--- src/hw/rtl/wsb_pkg.sv ---
`timescale 1ns / 1ps

package wsb_pkg;

  // window and block geometry
  localparam int unsigned WINDOW      = 8;
  localparam int unsigned SLOT_W      = $clog2(WINDOW);
  localparam int unsigned BLOCK_BYTES = 2048;
  localparam int unsigned STALL_MS    = 1000;
  localparam int unsigned RATE_FLOOR  = 1000;
  localparam int unsigned RATE_DIV    = 1000;
  localparam int unsigned MAX_OUT     = 8;

  // field widths
  localparam int unsigned OP_W     = 3;
  localparam int unsigned STATUS_W = 3;
  localparam int unsigned FSIZE_W  = 31;
  localparam int unsigned COUNT_W  = 12;
  localparam int unsigned BLK_W    = 16;
  localparam int unsigned RATE_W   = 20;
  localparam int unsigned SNAP_W   = 10;
  localparam int unsigned MS_W     = 32;
  localparam int unsigned PROD_W   = RATE_W + SNAP_W;
  localparam int unsigned CNT_W    = $clog2(MAX_OUT + 1);

  // threshold grows by one block budget per descriptor sent
  localparam int unsigned THR_STEP = BLOCK_BYTES * RATE_DIV;

  typedef logic [SLOT_W-1:0]  slot_t;
  typedef logic [FSIZE_W-1:0] fsize_t;
  typedef logic [COUNT_W-1:0] count_t;
  typedef logic [BLK_W-1:0]   blk_t;
  typedef logic [RATE_W-1:0]  rate_t;
  typedef logic [SNAP_W-1:0]  snap_t;
  typedef logic [MS_W-1:0]    ms_t;
  typedef logic [PROD_W-1:0]  prod_t;
  typedef logic [CNT_W-1:0]   cnt_t;

  typedef enum logic [OP_W-1:0] {
    OP_START   = 3'd0,
    OP_FILL    = 3'd1,
    OP_SERVICE = 3'd2,
    OP_ACK     = 3'd3,
    OP_RETX    = 3'd4,
    OP_STOP    = 3'd5
  } op_e;

  typedef enum logic [STATUS_W-1:0] {
    STATUS_OK        = 3'd0,
    STATUS_IGNORED   = 3'd1,
    STATUS_BROKEN    = 3'd2,
    STATUS_DONE      = 3'd3,
    STATUS_NOT_FOUND = 3'd4
  } status_e;

  typedef enum logic [2:0] {
    ST_IDLE,
    ST_DECODE,
    ST_ACK_CHK,
    ST_MUL,
    ST_EVAL,
    ST_EMIT,
    ST_RESP
  } state_e;

  // sequencer commands to the rate unit
  typedef struct packed {
    logic load;
    logic mul;
    logic step;
  } rate_ctl_t;

  // one result word
  typedef struct packed {
    logic    kind;
    status_e status;
    blk_t    blk;
    slot_t   slot;
    count_t  count;
    logic    inc;
    fsize_t  total;
    logic    last;
  } result_t;

endpackage

--- src/hw/rtl/wsb_ram.sv ---
`timescale 1ns / 1ps

module wsb_ram #(
  parameter int unsigned Width = 12,
  parameter int unsigned Depth = 8
) (
  input  logic                     clk_i,
  input  logic                     we_i,
  input  logic [$clog2(Depth)-1:0] waddr_i,
  input  logic [Width-1:0]         wdata_i,
  input  logic                     re_i,
  input  logic [$clog2(Depth)-1:0] raddr_i,
  output logic [Width-1:0]         rdata_o
);

  logic [Width-1:0] mem_q [Depth];
  logic [Width-1:0] rdata_q;

  // one write port, one registered read port
  always_ff @(posedge clk_i) begin
    if (we_i) begin
      mem_q[waddr_i] <= wdata_i;
    end
    if (re_i) begin
      rdata_q <= mem_q[raddr_i];
    end
  end

  assign rdata_o = rdata_q;

endmodule

--- src/hw/rtl/wsb_rate.sv ---
`timescale 1ns / 1ps

module wsb_rate (
  input  logic               clk_i,
  input  logic               rst_ni,
  input  logic               cfg_we_i,
  input  wsb_pkg::rate_t     cfg_max_rate_i,
  input  wsb_pkg::rate_ctl_t ctl_i,
  input  wsb_pkg::rate_t     rate_i,
  input  wsb_pkg::snap_t     snap_i,
  output logic               ok_o
);

  wsb_pkg::rate_t max_rate_q;
  wsb_pkg::rate_t cap;
  wsb_pkg::rate_t rate_eff;
  wsb_pkg::rate_t rate_q;
  wsb_pkg::snap_t snap_q;
  wsb_pkg::prod_t prod_q;
  wsb_pkg::prod_t thr_q;

  // server rate cap register
  always_ff @(posedge clk_i or negedge rst_ni) begin
    if (!rst_ni) begin
      max_rate_q <= '0;
    end else if (cfg_we_i) begin
      max_rate_q <= cfg_max_rate_i;
    end
  end

  // cap the client rate, small nonzero caps act as the floor
  always_comb begin
    cap = (max_rate_q < wsb_pkg::rate_t'(wsb_pkg::RATE_FLOOR))
        ? wsb_pkg::rate_t'(wsb_pkg::RATE_FLOOR) : max_rate_q;
    rate_eff = rate_i;
    if ((max_rate_q != '0) && (cap < rate_i)) begin
      rate_eff = cap;
    end
  end

  // bytes per frame, then a running threshold of block budgets
  always_ff @(posedge clk_i) begin
    if (ctl_i.load) begin
      rate_q <= rate_eff;
      snap_q <= snap_i;
    end
    if (ctl_i.mul) begin
      prod_q <= wsb_pkg::prod_t'(rate_q) * wsb_pkg::prod_t'(snap_q);
      thr_q  <= '0;
    end else if (ctl_i.step) begin
      thr_q <= thr_q + wsb_pkg::prod_t'(wsb_pkg::THR_STEP);
    end
  end

  // shared compare: another descriptor fits in the budget
  assign ok_o = (prod_q >= thr_q);

endmodule

--- src/hw/rtl/wsb_ctrl.sv ---
`timescale 1ns / 1ps

module wsb_ctrl (
  input  logic                clk_i,
  input  logic                rst_ni,
  input  logic                in_valid_i,
  output logic                in_stall_o,
  input  logic [2:0]          operation_i,
  input  wsb_pkg::fsize_t     file_size_i,
  input  wsb_pkg::count_t     fill_bytes_i,
  input  logic                read_error_i,
  input  wsb_pkg::blk_t       block_number_i,
  input  wsb_pkg::rate_t      client_rate_i,
  input  wsb_pkg::snap_t      snapshot_msec_i,
  input  wsb_pkg::ms_t        now_ms_i,
  input  logic                cfg_we_i,
  input  wsb_pkg::rate_t      cfg_max_rate_i,
  input  logic                can_push_i,
  output logic                push_o,
  output wsb_pkg::result_t    res_o
);

  wsb_pkg::state_e  state_q, state_d;
  logic             active_q, active_d;
  wsb_pkg::blk_t    tx_q, tx_d;
  wsb_pkg::blk_t    ack_q, ack_d;
  wsb_pkg::blk_t    buf_q, buf_d;
  wsb_pkg::fsize_t  loaded_q, loaded_d;
  wsb_pkg::fsize_t  fsize_q, fsize_d;
  logic             endq_q, endq_d;
  wsb_pkg::ms_t     last_act_q, last_act_d;
  wsb_pkg::cnt_t    n_q, n_d;
  logic             pend_q, pend_d;
  wsb_pkg::blk_t    pend_blk_q, pend_blk_d;
  wsb_pkg::count_t  pend_cnt_q, pend_cnt_d;
  wsb_pkg::status_e status_q, status_d;

  // latched input word
  wsb_pkg::op_e    op_q;
  wsb_pkg::fsize_t in_fsize_q;
  wsb_pkg::count_t fill_q;
  logic            rerr_q;
  wsb_pkg::blk_t   blk_in_q;
  wsb_pkg::rate_t  crate_q;
  wsb_pkg::snap_t  snap_q;
  wsb_pkg::ms_t    now_q;

  logic               accept;
  logic               room;
  wsb_pkg::count_t    fill_sat;
  wsb_pkg::fsize_t    gap;
  wsb_pkg::ms_t       elapsed;
  logic               stalled;
  logic               stop;
  wsb_pkg::blk_t      tx_sel;
  logic               rate_ok;
  wsb_pkg::rate_ctl_t rate_ctl;

  logic                  ram_we;
  wsb_pkg::slot_t        ram_waddr;
  wsb_pkg::count_t       ram_wdata;
  logic                  ram_re;
  wsb_pkg::slot_t        ram_raddr;
  wsb_pkg::count_t       ram_rdata;

  assign in_stall_o = (state_q != wsb_pkg::ST_IDLE);
  assign accept     = in_valid_i && !in_stall_o;

  // per-slot byte counts
  wsb_ram #(
    .Width(wsb_pkg::COUNT_W),
    .Depth(wsb_pkg::WINDOW)
  ) u_slot_ram (
    .clk_i  (clk_i),
    .we_i   (ram_we),
    .waddr_i(ram_waddr),
    .wdata_i(ram_wdata),
    .re_i   (ram_re),
    .raddr_i(ram_raddr),
    .rdata_o(ram_rdata)
  );

  // rate budget unit
  wsb_rate u_rate (
    .clk_i         (clk_i),
    .rst_ni        (rst_ni),
    .cfg_we_i      (cfg_we_i),
    .cfg_max_rate_i(cfg_max_rate_i),
    .ctl_i         (rate_ctl),
    .rate_i        (crate_q),
    .snap_i        (snap_q),
    .ok_o          (rate_ok)
  );

  // input word capture
  always_ff @(posedge clk_i) begin
    if (accept) begin
      op_q       <= wsb_pkg::op_e'(operation_i);
      in_fsize_q <= file_size_i;
      fill_q     <= fill_bytes_i;
      rerr_q     <= read_error_i;
      blk_in_q   <= block_number_i;
      crate_q    <= client_rate_i;
      snap_q     <= snapshot_msec_i;
      now_q      <= now_ms_i;
    end
  end

  // control state
  always_ff @(posedge clk_i or negedge rst_ni) begin
    if (!rst_ni) begin
      state_q    <= wsb_pkg::ST_IDLE;
      active_q   <= 1'b0;
      tx_q       <= '0;
      ack_q      <= '0;
      buf_q      <= '0;
      loaded_q   <= '0;
      fsize_q    <= '0;
      endq_q     <= 1'b0;
      last_act_q <= '0;
      n_q        <= '0;
      pend_q     <= 1'b0;
      status_q   <= wsb_pkg::STATUS_OK;
    end else begin
      state_q    <= state_d;
      active_q   <= active_d;
      tx_q       <= tx_d;
      ack_q      <= ack_d;
      buf_q      <= buf_d;
      loaded_q   <= loaded_d;
      fsize_q    <= fsize_d;
      endq_q     <= endq_d;
      last_act_q <= last_act_d;
      n_q        <= n_d;
      pend_q     <= pend_d;
      status_q   <= status_d;
    end
  end

  // pending descriptor payload
  always_ff @(posedge clk_i) begin
    pend_blk_q <= pend_blk_d;
    pend_cnt_q <= pend_cnt_d;
  end

  // shared conditions
  always_comb begin
    room     = (wsb_pkg::blk_t'(buf_q - ack_q) < wsb_pkg::blk_t'(wsb_pkg::WINDOW));
    fill_sat = (fill_q > wsb_pkg::BLOCK_BYTES)
             ? wsb_pkg::count_t'(wsb_pkg::BLOCK_BYTES) : fill_q;
    gap      = fsize_q - loaded_q;
    elapsed  = now_q - last_act_q;
    stalled  = !elapsed[wsb_pkg::MS_W-1] && (elapsed > wsb_pkg::ms_t'(wsb_pkg::STALL_MS));
    stop     = (n_q == wsb_pkg::cnt_t'(wsb_pkg::MAX_OUT)) || !rate_ok ||
               (ack_q == buf_q) || ((tx_q == buf_q) && !stalled);
    tx_sel   = (tx_q == buf_q) ? ack_q : tx_q;
  end

  // sequencer
  always_comb begin
    state_d    = state_q;
    active_d   = active_q;
    tx_d       = tx_q;
    ack_d      = ack_q;
    buf_d      = buf_q;
    loaded_d   = loaded_q;
    fsize_d    = fsize_q;
    endq_d     = endq_q;
    last_act_d = last_act_q;
    n_d        = n_q;
    pend_d     = pend_q;
    pend_blk_d = pend_blk_q;
    pend_cnt_d = pend_cnt_q;
    status_d   = status_q;
    ram_we     = 1'b0;
    ram_waddr  = buf_q[wsb_pkg::SLOT_W-1:0];
    ram_wdata  = '0;
    ram_re     = 1'b0;
    ram_raddr  = ack_q[wsb_pkg::SLOT_W-1:0];
    rate_ctl   = '0;
    push_o     = 1'b0;
    res_o      = '0;

    case (state_q)
      wsb_pkg::ST_IDLE: begin
        if (accept) begin
          state_d = wsb_pkg::ST_DECODE;
        end
      end

      wsb_pkg::ST_DECODE: begin
        state_d  = wsb_pkg::ST_RESP;
        status_d = wsb_pkg::STATUS_IGNORED;
        case (op_q)
          wsb_pkg::OP_START: begin
            active_d = 1'b0;
            if (in_fsize_q == '0) begin
              status_d = wsb_pkg::STATUS_NOT_FOUND;
            end else begin
              active_d = 1'b1;
              fsize_d  = in_fsize_q;
              tx_d     = '0;
              ack_d    = '0;
              buf_d    = '0;
              loaded_d = '0;
              endq_d   = 1'b0;
              status_d = wsb_pkg::STATUS_OK;
            end
          end
          wsb_pkg::OP_FILL: begin
            if (active_q && room && (loaded_q != fsize_q)) begin
              status_d = wsb_pkg::STATUS_OK;
              if (rerr_q) begin
                loaded_d = fsize_q;
              end else begin
                ram_we    = 1'b1;
                ram_wdata = fill_sat;
                buf_d     = buf_q + 1'b1;
                loaded_d  = (gap < wsb_pkg::fsize_t'(fill_sat))
                          ? fsize_q : loaded_q + wsb_pkg::fsize_t'(fill_sat);
              end
            end
          end
          wsb_pkg::OP_SERVICE: begin
            if (active_q) begin
              // queue the zero-length end block once the file is loaded
              if ((loaded_q == fsize_q) && !endq_q && room) begin
                ram_we    = 1'b1;
                ram_wdata = '0;
                buf_d     = buf_q + 1'b1;
                endq_d    = 1'b1;
              end
              rate_ctl.load = 1'b1;
              state_d       = wsb_pkg::ST_MUL;
            end
          end
          wsb_pkg::OP_ACK: begin
            if (active_q) begin
              if ((blk_in_q != ack_q) || (ack_q == buf_q)) begin
                active_d = 1'b0;
                status_d = wsb_pkg::STATUS_BROKEN;
              end else begin
                ram_re    = 1'b1;
                ram_raddr = ack_q[wsb_pkg::SLOT_W-1:0];
                state_d   = wsb_pkg::ST_ACK_CHK;
              end
            end
          end
          wsb_pkg::OP_RETX: begin
            if (active_q && (blk_in_q == ack_q)) begin
              tx_d     = ack_q;
              status_d = wsb_pkg::STATUS_OK;
            end
          end
          wsb_pkg::OP_STOP: begin
            active_d = 1'b0;
            status_d = wsb_pkg::STATUS_OK;
          end
          default: begin
            status_d = wsb_pkg::STATUS_IGNORED;
          end
        endcase
      end

      wsb_pkg::ST_ACK_CHK: begin
        // zero byte count marks the end block
        if (ram_rdata == '0) begin
          active_d = 1'b0;
          status_d = wsb_pkg::STATUS_DONE;
        end else begin
          last_act_d = now_q;
          ack_d      = ack_q + 1'b1;
          status_d   = wsb_pkg::STATUS_OK;
        end
        state_d = wsb_pkg::ST_RESP;
      end

      wsb_pkg::ST_MUL: begin
        rate_ctl.mul = 1'b1;
        n_d          = '0;
        pend_d       = 1'b0;
        state_d      = wsb_pkg::ST_EVAL;
      end

      wsb_pkg::ST_EVAL: begin
        // the held descriptor goes out once the next step is decided
        if (!pend_q || can_push_i) begin
          if (pend_q) begin
            push_o       = 1'b1;
            res_o.kind   = 1'b1;
            res_o.status = wsb_pkg::STATUS_OK;
            res_o.blk    = pend_blk_q;
            res_o.slot   = pend_blk_q[wsb_pkg::SLOT_W-1:0];
            res_o.count  = pend_cnt_q;
            res_o.inc    = (pend_blk_q == '0);
            res_o.total  = (pend_blk_q == '0) ? fsize_q : '0;
            res_o.last   = stop;
            pend_d       = 1'b0;
          end
          if (stop) begin
            if (pend_q) begin
              state_d = wsb_pkg::ST_IDLE;
            end else begin
              status_d = wsb_pkg::STATUS_OK;
              state_d  = wsb_pkg::ST_RESP;
            end
          end else begin
            tx_d      = tx_sel;
            ram_re    = 1'b1;
            ram_raddr = tx_sel[wsb_pkg::SLOT_W-1:0];
            state_d   = wsb_pkg::ST_EMIT;
          end
        end
      end

      wsb_pkg::ST_EMIT: begin
        pend_d        = 1'b1;
        pend_blk_d    = tx_q;
        pend_cnt_d    = ram_rdata;
        tx_d          = tx_q + 1'b1;
        last_act_d    = now_q;
        n_d           = n_q + 1'b1;
        rate_ctl.step = 1'b1;
        state_d       = wsb_pkg::ST_EVAL;
      end

      wsb_pkg::ST_RESP: begin
        if (can_push_i) begin
          push_o       = 1'b1;
          res_o.status = status_q;
          res_o.last   = 1'b1;
          state_d      = wsb_pkg::ST_IDLE;
        end
      end

      default: begin
        state_d = wsb_pkg::ST_IDLE;
      end
    endcase
  end

  // checks
  a_push_room: assert property (@(posedge clk_i) disable iff (!rst_ni)
    push_o |-> can_push_i)
    else $error("result pushed into a full output register");

  a_status_last: assert property (@(posedge clk_i) disable iff (!rst_ni)
    (push_o && !res_o.kind) |-> res_o.last)
    else $error("status word not marked last");

  a_window: assert property (@(posedge clk_i) disable iff (!rst_ni)
    wsb_pkg::blk_t'(buf_q - ack_q) <= wsb_pkg::blk_t'(wsb_pkg::WINDOW))
    else $error("window occupancy above window size");

  a_emit_pend: assert property (@(posedge clk_i) disable iff (!rst_ni)
    (state_q == wsb_pkg::ST_EMIT) |=> (pend_q && (state_q == wsb_pkg::ST_EVAL)))
    else $error("emitted descriptor not held");

  a_count: assert property (@(posedge clk_i) disable iff (!rst_ni)
    n_q <= wsb_pkg::cnt_t'(wsb_pkg::MAX_OUT))
    else $error("descriptor count above limit");

endmodule

--- src/hw/rtl/wsb_out.sv ---
`timescale 1ns / 1ps

module wsb_out (
  input  logic             clk_i,
  input  logic             rst_ni,
  input  logic             push_i,
  input  wsb_pkg::result_t res_i,
  output logic             can_push_o,
  output logic             out_valid_o,
  input  logic             out_stall_i,
  output wsb_pkg::result_t res_o
);

  logic             valid_q;
  wsb_pkg::result_t res_q;

  // room when empty or when the held word leaves this cycle
  assign can_push_o = !valid_q || !out_stall_i;

  always_ff @(posedge clk_i or negedge rst_ni) begin
    if (!rst_ni) begin
      valid_q <= 1'b0;
    end else if (push_i) begin
      valid_q <= 1'b1;
    end else if (!out_stall_i) begin
      valid_q <= 1'b0;
    end
  end

  always_ff @(posedge clk_i) begin
    if (push_i) begin
      res_q <= res_i;
    end
  end

  assign out_valid_o = valid_q;
  assign res_o       = res_q;

endmodule

--- src/hw/rtl/windowed_block_sender.sv ---
`timescale 1ns / 1ps

// Go-back-N block sender with an 8-slot window of 2048-byte blocks. Each input
// word is taken only while the block is idle and yields one status word, or,
// for a service word that sends, one descriptor word per block (at most 8),
// the final word of each input marked by last. An acknowledge of the expected
// block reads the slot count from the slot RAM before it answers; one that
// breaks the download answers without that read. A service word of an open
// download first loads and multiplies the rate; each descriptor then needs one
// registered read of the slot RAM and one pass of the shared rate compare,
// which tests the frame byte budget against a running threshold of block
// sizes. An output stall holds each result word until the output register has
// room. The slot RAM needs no clearing pass after reset. A rewind after a stall
// happens when more than 1000 ms pass without a descriptor or acknowledge.
// max_rate is written through the configuration port, which is always ready,
// and should be written while idle.
module windowed_block_sender (
  input  logic        clk_i,
  input  logic        rst_ni,
  // input words
  input  logic        in_valid_i,
  output logic        in_stall_o,
  input  logic [2:0]  operation_i,
  input  logic [30:0] file_size_i,
  input  logic [11:0] fill_bytes_i,
  input  logic        read_error_i,
  input  logic [15:0] block_number_i,
  input  logic [19:0] client_rate_i,
  input  logic [9:0]  snapshot_msec_i,
  input  logic [31:0] now_ms_i,
  // result words
  output logic        out_valid_o,
  input  logic        out_stall_i,
  output logic        kind_o,
  output logic [2:0]  status_o,
  output logic [15:0] sent_block_o,
  output logic [2:0]  slot_o,
  output logic [11:0] byte_count_o,
  output logic        size_included_o,
  output logic [30:0] total_size_o,
  output logic        last_o,
  // configuration
  input  logic        cfg_valid_i,
  output logic        cfg_ready_o,
  input  logic [19:0] cfg_max_rate_i
);

  logic             push;
  logic             can_push;
  wsb_pkg::result_t res_in;
  wsb_pkg::result_t res_out;

  assign cfg_ready_o = 1'b1;

  // sequencer, window state, slot RAM and rate unit
  wsb_ctrl u_ctrl (
    .clk_i          (clk_i),
    .rst_ni         (rst_ni),
    .in_valid_i     (in_valid_i),
    .in_stall_o     (in_stall_o),
    .operation_i    (operation_i),
    .file_size_i    (file_size_i),
    .fill_bytes_i   (fill_bytes_i),
    .read_error_i   (read_error_i),
    .block_number_i (block_number_i),
    .client_rate_i  (client_rate_i),
    .snapshot_msec_i(snapshot_msec_i),
    .now_ms_i       (now_ms_i),
    .cfg_we_i       (cfg_valid_i && cfg_ready_o),
    .cfg_max_rate_i (cfg_max_rate_i),
    .can_push_i     (can_push),
    .push_o         (push),
    .res_o          (res_in)
  );

  // output register
  wsb_out u_out (
    .clk_i      (clk_i),
    .rst_ni     (rst_ni),
    .push_i     (push),
    .res_i      (res_in),
    .can_push_o (can_push),
    .out_valid_o(out_valid_o),
    .out_stall_i(out_stall_i),
    .res_o      (res_out)
  );

  // split the result word onto its ports
  assign kind_o          = res_out.kind;
  assign status_o        = res_out.status;
  assign sent_block_o    = res_out.blk;
  assign slot_o          = res_out.slot;
  assign byte_count_o    = res_out.count;
  assign size_included_o = res_out.inc;
  assign total_size_o    = res_out.total;
  assign last_o          = res_out.last;

endmodule

--- config.mk ---
export PLATFORM = sky130hd
export DESIGN_NAME = windowed_block_sender
export DESIGN_NICKNAME = d
export VERILOG_FILES = /design/src/hw/rtl/wsb_pkg.sv /design/src/hw/rtl/wsb_ram.sv /design/src/hw/rtl/wsb_rate.sv /design/src/hw/rtl/wsb_ctrl.sv /design/src/hw/rtl/wsb_out.sv /design/src/hw/rtl/windowed_block_sender.sv
export SDC_FILE = /design/constraint.sdc
export NUM_CORES = 1
export LEC_CHECK = 0
export BUFFER_PORTS_ARGS = -buffer_cell sky130_fd_sc_hd__buf_2
export CORE_MARGIN = 2
export CORE_UTILIZATION = 60
export DETAILED_ROUTE_END_ITERATION = 16
export PLACE_DENSITY = 0.83
export SYNTH_ARGS = -nofsm -noshare
export SYNTH_HDL_FRONTEND = slang
export SYNTH_SLANG_ARGS = --single-unit
--- constraint.sdc ---
create_clock -name clk_i -period 12.08 [get_ports clk_i]
set_input_delay 0.604 -clock clk_i [delete_from_list [all_inputs] [get_ports clk_i]]
set_output_delay 0.604 -clock clk_i [all_outputs]
set_load 0.1 [all_outputs]
==> results.toml, run 1 <==
[final_layout]
final_common_cell = "edfxtp_1"
final_area_sq_um = 39900
layout-drive-gt1-share = 0.129
final_nets = 4066
area_delta_synth_final_pct = 10.4
fill_cells = 4430
regArea_sq_um = 16300
multi_input_area_sq_um = 18000
layout_common_cells = "386 x edfxtp_1, 351 x nand2_1, 336 x inv_1"

[logic_synthesis]
synth.cell_area_sq_um = 36100
yosysSeqAreaShare = 0.452
synthCells = 3406
synth-main-ff-cell = "edfxtp_1"
ys_async_sr_fraction = 0.304
yosys_warnings = 0
post_synth.cell_area_avg_sq_um = 10.6
syn-num-nets = 3906
synth-edff-count = 386
ys_ff_latch = 578
synthDistinctLibCells = 86

[grt]
gr-max-usage-layer = "met2"
grt_overflow = 0
grt_max_degree = 103
grt_pass1_vias = 26000
grt_use_met3 = 0.0466
antenna_found_initial = 3
track_usage = 0.276
use_met1 = 0.393
grt.met2_usage = 0.440
grt_pass1_wl_mm = 138

[routing]
drtAntennaViolNets = 0
first_pass_iters = 6
via_count = 26300
routedWlPerCell_um = 19.4
avgViaCountPerCell = 6.00
routed_wl_mm = 85.0
drc = 0
drtIter0Drc = 2489

[worst_setup_path]
path_buf_inv = 3
cp_top_family = "adder cells"
crit_path_start_kind = "register"
startpoint = "u_ctrl.u_rate.snap_q[3]"
cpMostUsedCell = "fa_1"
crit_type = "register to register"
cp.arrival_ps = 7330
required_ps = 12450
crit-reg2reg-launch = "u_ctrl.u_rate.snap_q[3]"
cp-end-kind = "register"
path_cells = "nand2_1 > fa_1 > inv_1 > fa_1 > fa_1 > inv_1 > fa_1 > inv_1 > fa_1 > ha_1 > a21o_1 > a21o_1 > a21oi_1 > nor4b_1 > a311oi_1 > o311ai_0 > a21oi_1 > o21ai_0 > nand2b_1 > a21oi_1 > xnor2_1"
worst-path-max-fanout = 20
cpPeakStageDelay_ps = 820
critPathSlowestCell = "edfxtp_1"

[pwr]
vdd_drop_max_mv = 0.183
p_seq_frac = 0.339
power_mw = 8.54
p_clk_frac = 0.221
internal_power_mw = 5.03
switching_share = 0.411
switchingPower_mw = 3.51
power_density_nw_per_um2 = 214
leakagePower_nw = 17.5
p_comb_frac = 0.440

[placed_design]
numPortBuffers = 219
pre_cts_slack_ps = 5190
post_dp_cell_area_sq_um = 37800
dp_hpwl_mm = 61.8
place.gp.congestion = 0.945

[sta]
period_share = 0.576
skew_ps = 30.4
slew_viol_final = 0
worst_slack_ps = 5120
fmax_mhz = 144
rsz0062_at_grt = "no"
relSlewSlack = 0.184
finalSetupTns_ps = 0
hold_viol = 0
worst_slew_pin_slew_ps = 1210
fin_crit_ps = 6960
finalSetupViolations = 0

[clock_network]
postCtsHoldBufs = 0
insertion_delay_ps = 650
htreeDepth = 2
cts_tree = "built"
cts_sinks = 578
root_buffer = "clkbuf_16"
path_clk_slew_ps = 60
cts_setup_buffers = 0
cts_buffers = 59
ctsResizeCount = 0
clockBufferDepth = 3

[run]
maxCapViolations = 0

[floorplanning]
start_util = 0.610
die_h_um = 249
rows = 89
ioPinCount = 221
die_area_sq_um = 62200
core_sq_um = 59200
die_w_um = 249

[status]
outcome = "completed"

[hold_path]
hold_class = "input pin to asynchronous set/reset pin"
## state kept, by name, indices dropped and copies added, names as in the netlist, 20 cells and up
register / count
u_ctrl.u_slot_ram.mem_q: 96
u_ctrl.now_q: 32
u_out.res_o: 65
u_ctrl.u_rate.rate_q: 20
u_ctrl.in_fsize_q: 31
u_ctrl.last_act_q: 32
u_ctrl.u_rate.prod_q: 30
u_ctrl.crate_q: 20
u_ctrl.loaded_q: 31
u_ctrl.u_rate.max_rate_q: 20
u_ctrl.fsize_q: 31
## final cells by class
cell class                      instances  share of cell area
Multi-Input combinational cell       2347               0.451
Sequential cell                       578               0.409
Clock buffer                           80              0.0420
Timing Repair Buffer                  242              0.0320
Inverter                              338              0.0318
Tap cell                              773              0.0243
Clock inverter                         32             0.00932
Antenna cell                            2            0.000126
## power by group through the flow
| stage | Clock [mW] | Combinational [mW] | Sequential [mW] |
|---|---|---|---|
| 2_1_floorplan | 0 | 2.58 | 3.11 |
| 3_3_place_gp | 0 | 3.62 | 2.90 |
| 3_5_place_dp | 0 | 3.68 | 2.91 |
| 4_1_cts | 1.91 | 3.71 | 2.88 |
| 5_1_grt | 2.00 | 4.12 | 2.93 |
| 6_report | 1.89 | 3.76 | 2.89 |
## metrics by stage
stage	hold slack, ps	utilization	instances
finish	65.3	0.673	4392
global route	106	0.673	4392
CTS	93.4	0.673	4390
detailed placement	405	0.638	4278
global placement	403	0.638	4278
floorplan	308	-	3406
## worst reg2reg max path, delay by kind of cell, from the launching register on
kind                       cells  cell delay, ps
buffers and inverters          3             160
adders and majority gates      6            2890
AOI/OAI and AO/OA              8            1920
and+or+nand+nor                3             800
DFF                            1             820
xor gates and xnor gates       1              80
## Yosys cell counts (all sizes together) (41+ instances only)
| cell type | number | area share |
|---|---|---|
| mux2i | 99 | 0.027 |
| a21o | 44 | 0.0091 |
| clkbuf | 125 | 0.013 |
| fa | 145 | 0.080 |
| xnor2 | 113 | 0.027 |
| dfrtp | 176 | 0.12 |
| o21ai | 105 | 0.015 |
| nor2 | 187 | 0.020 |
| nand2 | 353 | 0.037 |
| nand3 | 87 | 0.012 |
| mux2 | 86 | 0.027 |
| a21oi | 147 | 0.020 |
| inv | 336 | 0.035 |
| and2 | 173 | 0.030 |
| edfxtp | 386 | 0.32 |
| nand4 | 53 | 0.0092 |
| and3 | 41 | 0.0071 |
| ha | 205 | 0.071 |
## per-layer routing
metal  vias up  wire [um]
met5         -         17
met4         2       2210
met3       182       6900
met2      1098      39000
met1     12700      36900
li1      12300          -
## path summary, 6_finish.rpt
check	depth (start not counted)	slack, ps	to
worst max-delay path	21	5120	u_ctrl.u_rate.prod_q[29]
worst min-delay path	1	70	u_ctrl.last_act_q[16]
worst max register to register	21	5120	u_ctrl.u_rate.prod_q[29]
worst min register to register	0	400	u_ctrl.u_rate.snap_q[5]
max in group asynchronous	2	10530	u_ctrl.status_q[0]
min in group clk_i	1	130	u_ctrl.fill_q[7]
## kinds of logic after synthesis
family                   share of synthesized area
AO/OA/AOI/OAI                                0.103
XOR/XNOR                                    0.0352
adder cells (fa/ha/maj)                      0.151
buffers and inverters                       0.0516
flip-flops                                   0.452
multiplexers                                0.0543
other                                     0.000104
AND/OR/NAND/NOR                              0.152
Note: power is estimated with default switching activity, not from simulation.
==> inputs of run 2 (changes only) <==
--- a/config.mk
+++ b/config.mk
@@ -7,9 +7,9 @@
 export LEC_CHECK = 0
 export BUFFER_PORTS_ARGS = -buffer_cell sky130_fd_sc_hd__buf_2
 export CORE_MARGIN = 2
-export CORE_UTILIZATION = 60
+export CORE_UTILIZATION = 56
 export DETAILED_ROUTE_END_ITERATION = 16
-export PLACE_DENSITY = 0.83
+export PLACE_DENSITY = 0.81
 export SYNTH_ARGS = -nofsm -noshare
 export SYNTH_HDL_FRONTEND = slang
 export SYNTH_SLANG_ARGS = --single-unit
==> constraint.sdc (replaced) <==
create_clock -name clk_i -period 6.15 [get_ports clk_i]
set_input_delay 0.3075 -clock clk_i [delete_from_list [all_inputs] [get_ports clk_i]]
set_output_delay 0.3075 -clock clk_i [all_outputs]
set_load 0.1 [all_outputs]
==> run 2 against run 1 <==
Compared with the run above: worst setup slack got worse by 4900 ps; non-clock buffer count increased by 185; power increased by 100%; final cell count increased by 6.3%; largest cell class unchanged.
==> results.toml, run 2 (same netlist as run 1, synthesis figures left out) <==
[floorplanning]
ioPinCount = 221
rows = 93
die_w_um = 258
die_h_um = 258
die_area_sq_um = 66500
start_util = 0.563
core_sq_um = 64100

[grt]
track_usage = 0.275
grt_pass1_wl_mm = 146
antenna_found_initial = 11
grt.met2_usage = 0.441
grt_pass1_vias = 27100
grt_max_degree = 126
grt_use_met3 = 0.0475
grt_overflow = 0
gr-max-usage-layer = "met2"
use_met1 = 0.379

[final_layout]
layout_common_cells = "386 x edfxtp_1, 351 x nand2_1, 336 x inv_1"
final_area_sq_um = 41900
largest_reg_flops = 96
final_common_cell = "edfxtp_1"
final_nets = 4252
top_register = "u_ctrl.u_slot_ram.mem_q"
area_delta_synth_final_pct = 16.1
layout-drive-gt1-share = 0.135

[sta]
skew_ps = 32.8
hold_viol = 0
relSlewSlack = 0.217
worst_slew_pin_slew_ps = 1170
worst_slack_ps = 206
finalSetupViolations = 0
holdWs_ps = 191
period_share = 0.967
fin_crit_ps = 5940
slew_viol_final = 0
fmax_mhz = 168

[clock_network]
cts_sinks = 578
htreeDepth = 2
insertion_delay_ps = 640
clockBufferDepth = 3
cts_buffers = 60
cts_tree = "built"
root_buffer = "clkbuf_16"
path_clk_slew_ps = 60

[pwr]
p_clk_frac = 0.223
p_seq_frac = 0.331
leakagePower_nw = 18.3
internal_power_mw = 10.1
switching_share = 0.412
p_comb_frac = 0.445
power_density_nw_per_um2 = 409
vdd_drop_max_mv = 0.387
power_mw = 17.2
switchingPower_mw = 7.07

[routing]
routed_wl_mm = 92.4
drc = 0
first_pass_iters = 6
via_count = 27500
drtIter0Drc = 2616
avgViaCountPerCell = 5.89
drtAntennaViolNets = 0
routedWlPerCell_um = 19.8

[run]
maxCapViolations = 0

[status]
outcome = "completed"

[worst_setup_path]
worst-path-max-fanout = 12
cp.arrival_ps = 6330
reg2reg_slack_ps = 210
cp-end-kind = "register"
required_ps = 6540
crit_type = "register to register"
crit_path_start_kind = "register"

[placed_design]
dp_hpwl_mm = 62.4
numPortBuffers = 219
place.gp.congestion = 0.944
pre_cts_slack_ps = -59.5
post_dp_cell_area_sq_um = 38200

[hold_path]
hold_class = "input pin to register"
[run 2: per-layer routing]
layer / routed length (um) / vias to the layer above
met1: 38900 / 13300
met3: 7640 / 228
met5: 27 / -
met4: 3030 / 4
li1: - / 12700
met2: 42800 / 1288
[run 2: final timing paths]
check / endpoint / startpoint / cells past startpoint
setup / recovery: u_ctrl.u_rate.prod_q[28] / u_ctrl.u_rate.snap_q[3] / 20
hold / removal: u_ctrl.u_rate.max_rate_q[0] / cfg_valid_i / 3
setup reg to reg: u_ctrl.u_rate.prod_q[28] / u_ctrl.u_rate.snap_q[3] / 20
hold reg to reg: u_ctrl.u_rate.snap_q[7] / u_ctrl.snap_q[7] / 0
max in group asynchronous: u_ctrl.buf_q[1] / rst_ni / 3
min in group asynchronous: u_ctrl.u_rate.max_rate_q[3] / rst_ni / 2
[run 2: metrics by stage]
step	TNS (ps)	util	instances
2_1_floorplan	0	-	3406
3_3_place_gp	0	0.596	4392
3_5_place_dp	-59.5	0.596	4392
4_1_cts	0	0.652	4655
5_1_grt	-0.461	0.654	4670
6_report	0	0.654	4670
[run 2: power by group through the flow]
stage	clock network, mW	logic [mW]	registers (mW)
finish	3.83	7.64	5.69
global route	4.03	8.30	5.75
CTS	3.86	7.43	5.64
detailed placement	0	7.30	5.71
global placement	0	7.19	5.69
floorplan	0	5.07	6.10
[run 2: critical path: stages (launching register included)]
cell      delay (ps)
edfxtp_1         430
buf_4            210
and2_1           170
fa_1             530
fa_1             530
inv_1             50
fa_1             510
fa_1             550
inv_1             60
fa_1             590
ha_4             230
a21o_1           180
a21o_1           180
a21o_1           230
a21oi_1          160
o21ai_1          100
a41o_1           270
o41ai_2          380
o21bai_1         100
a21oi_1          160
xnor2_1           80
[run 2: layout make-up]
type / count / area [sq um]
diodes: 11 / 27.5
clock buffers: 74 / 1620
clock inverters: 40 / 484
fillers: 4669 / 22200
inverters: 338 / 1270
multi-input cells: 2347 / 18100
flip-flops and latches: 578 / 16300
well taps: 855 / 1070
repair buffers: 427 / 3050
[run 2: what timing repair did]
action                     4_1_cts  5_1_grt
resized for setup                0       15
hold endpoints to repair       224        0
setup endpoints to repair        2        3
pin swaps                        0        5
hold buffers                   147        0
buffers inserted                 2        4
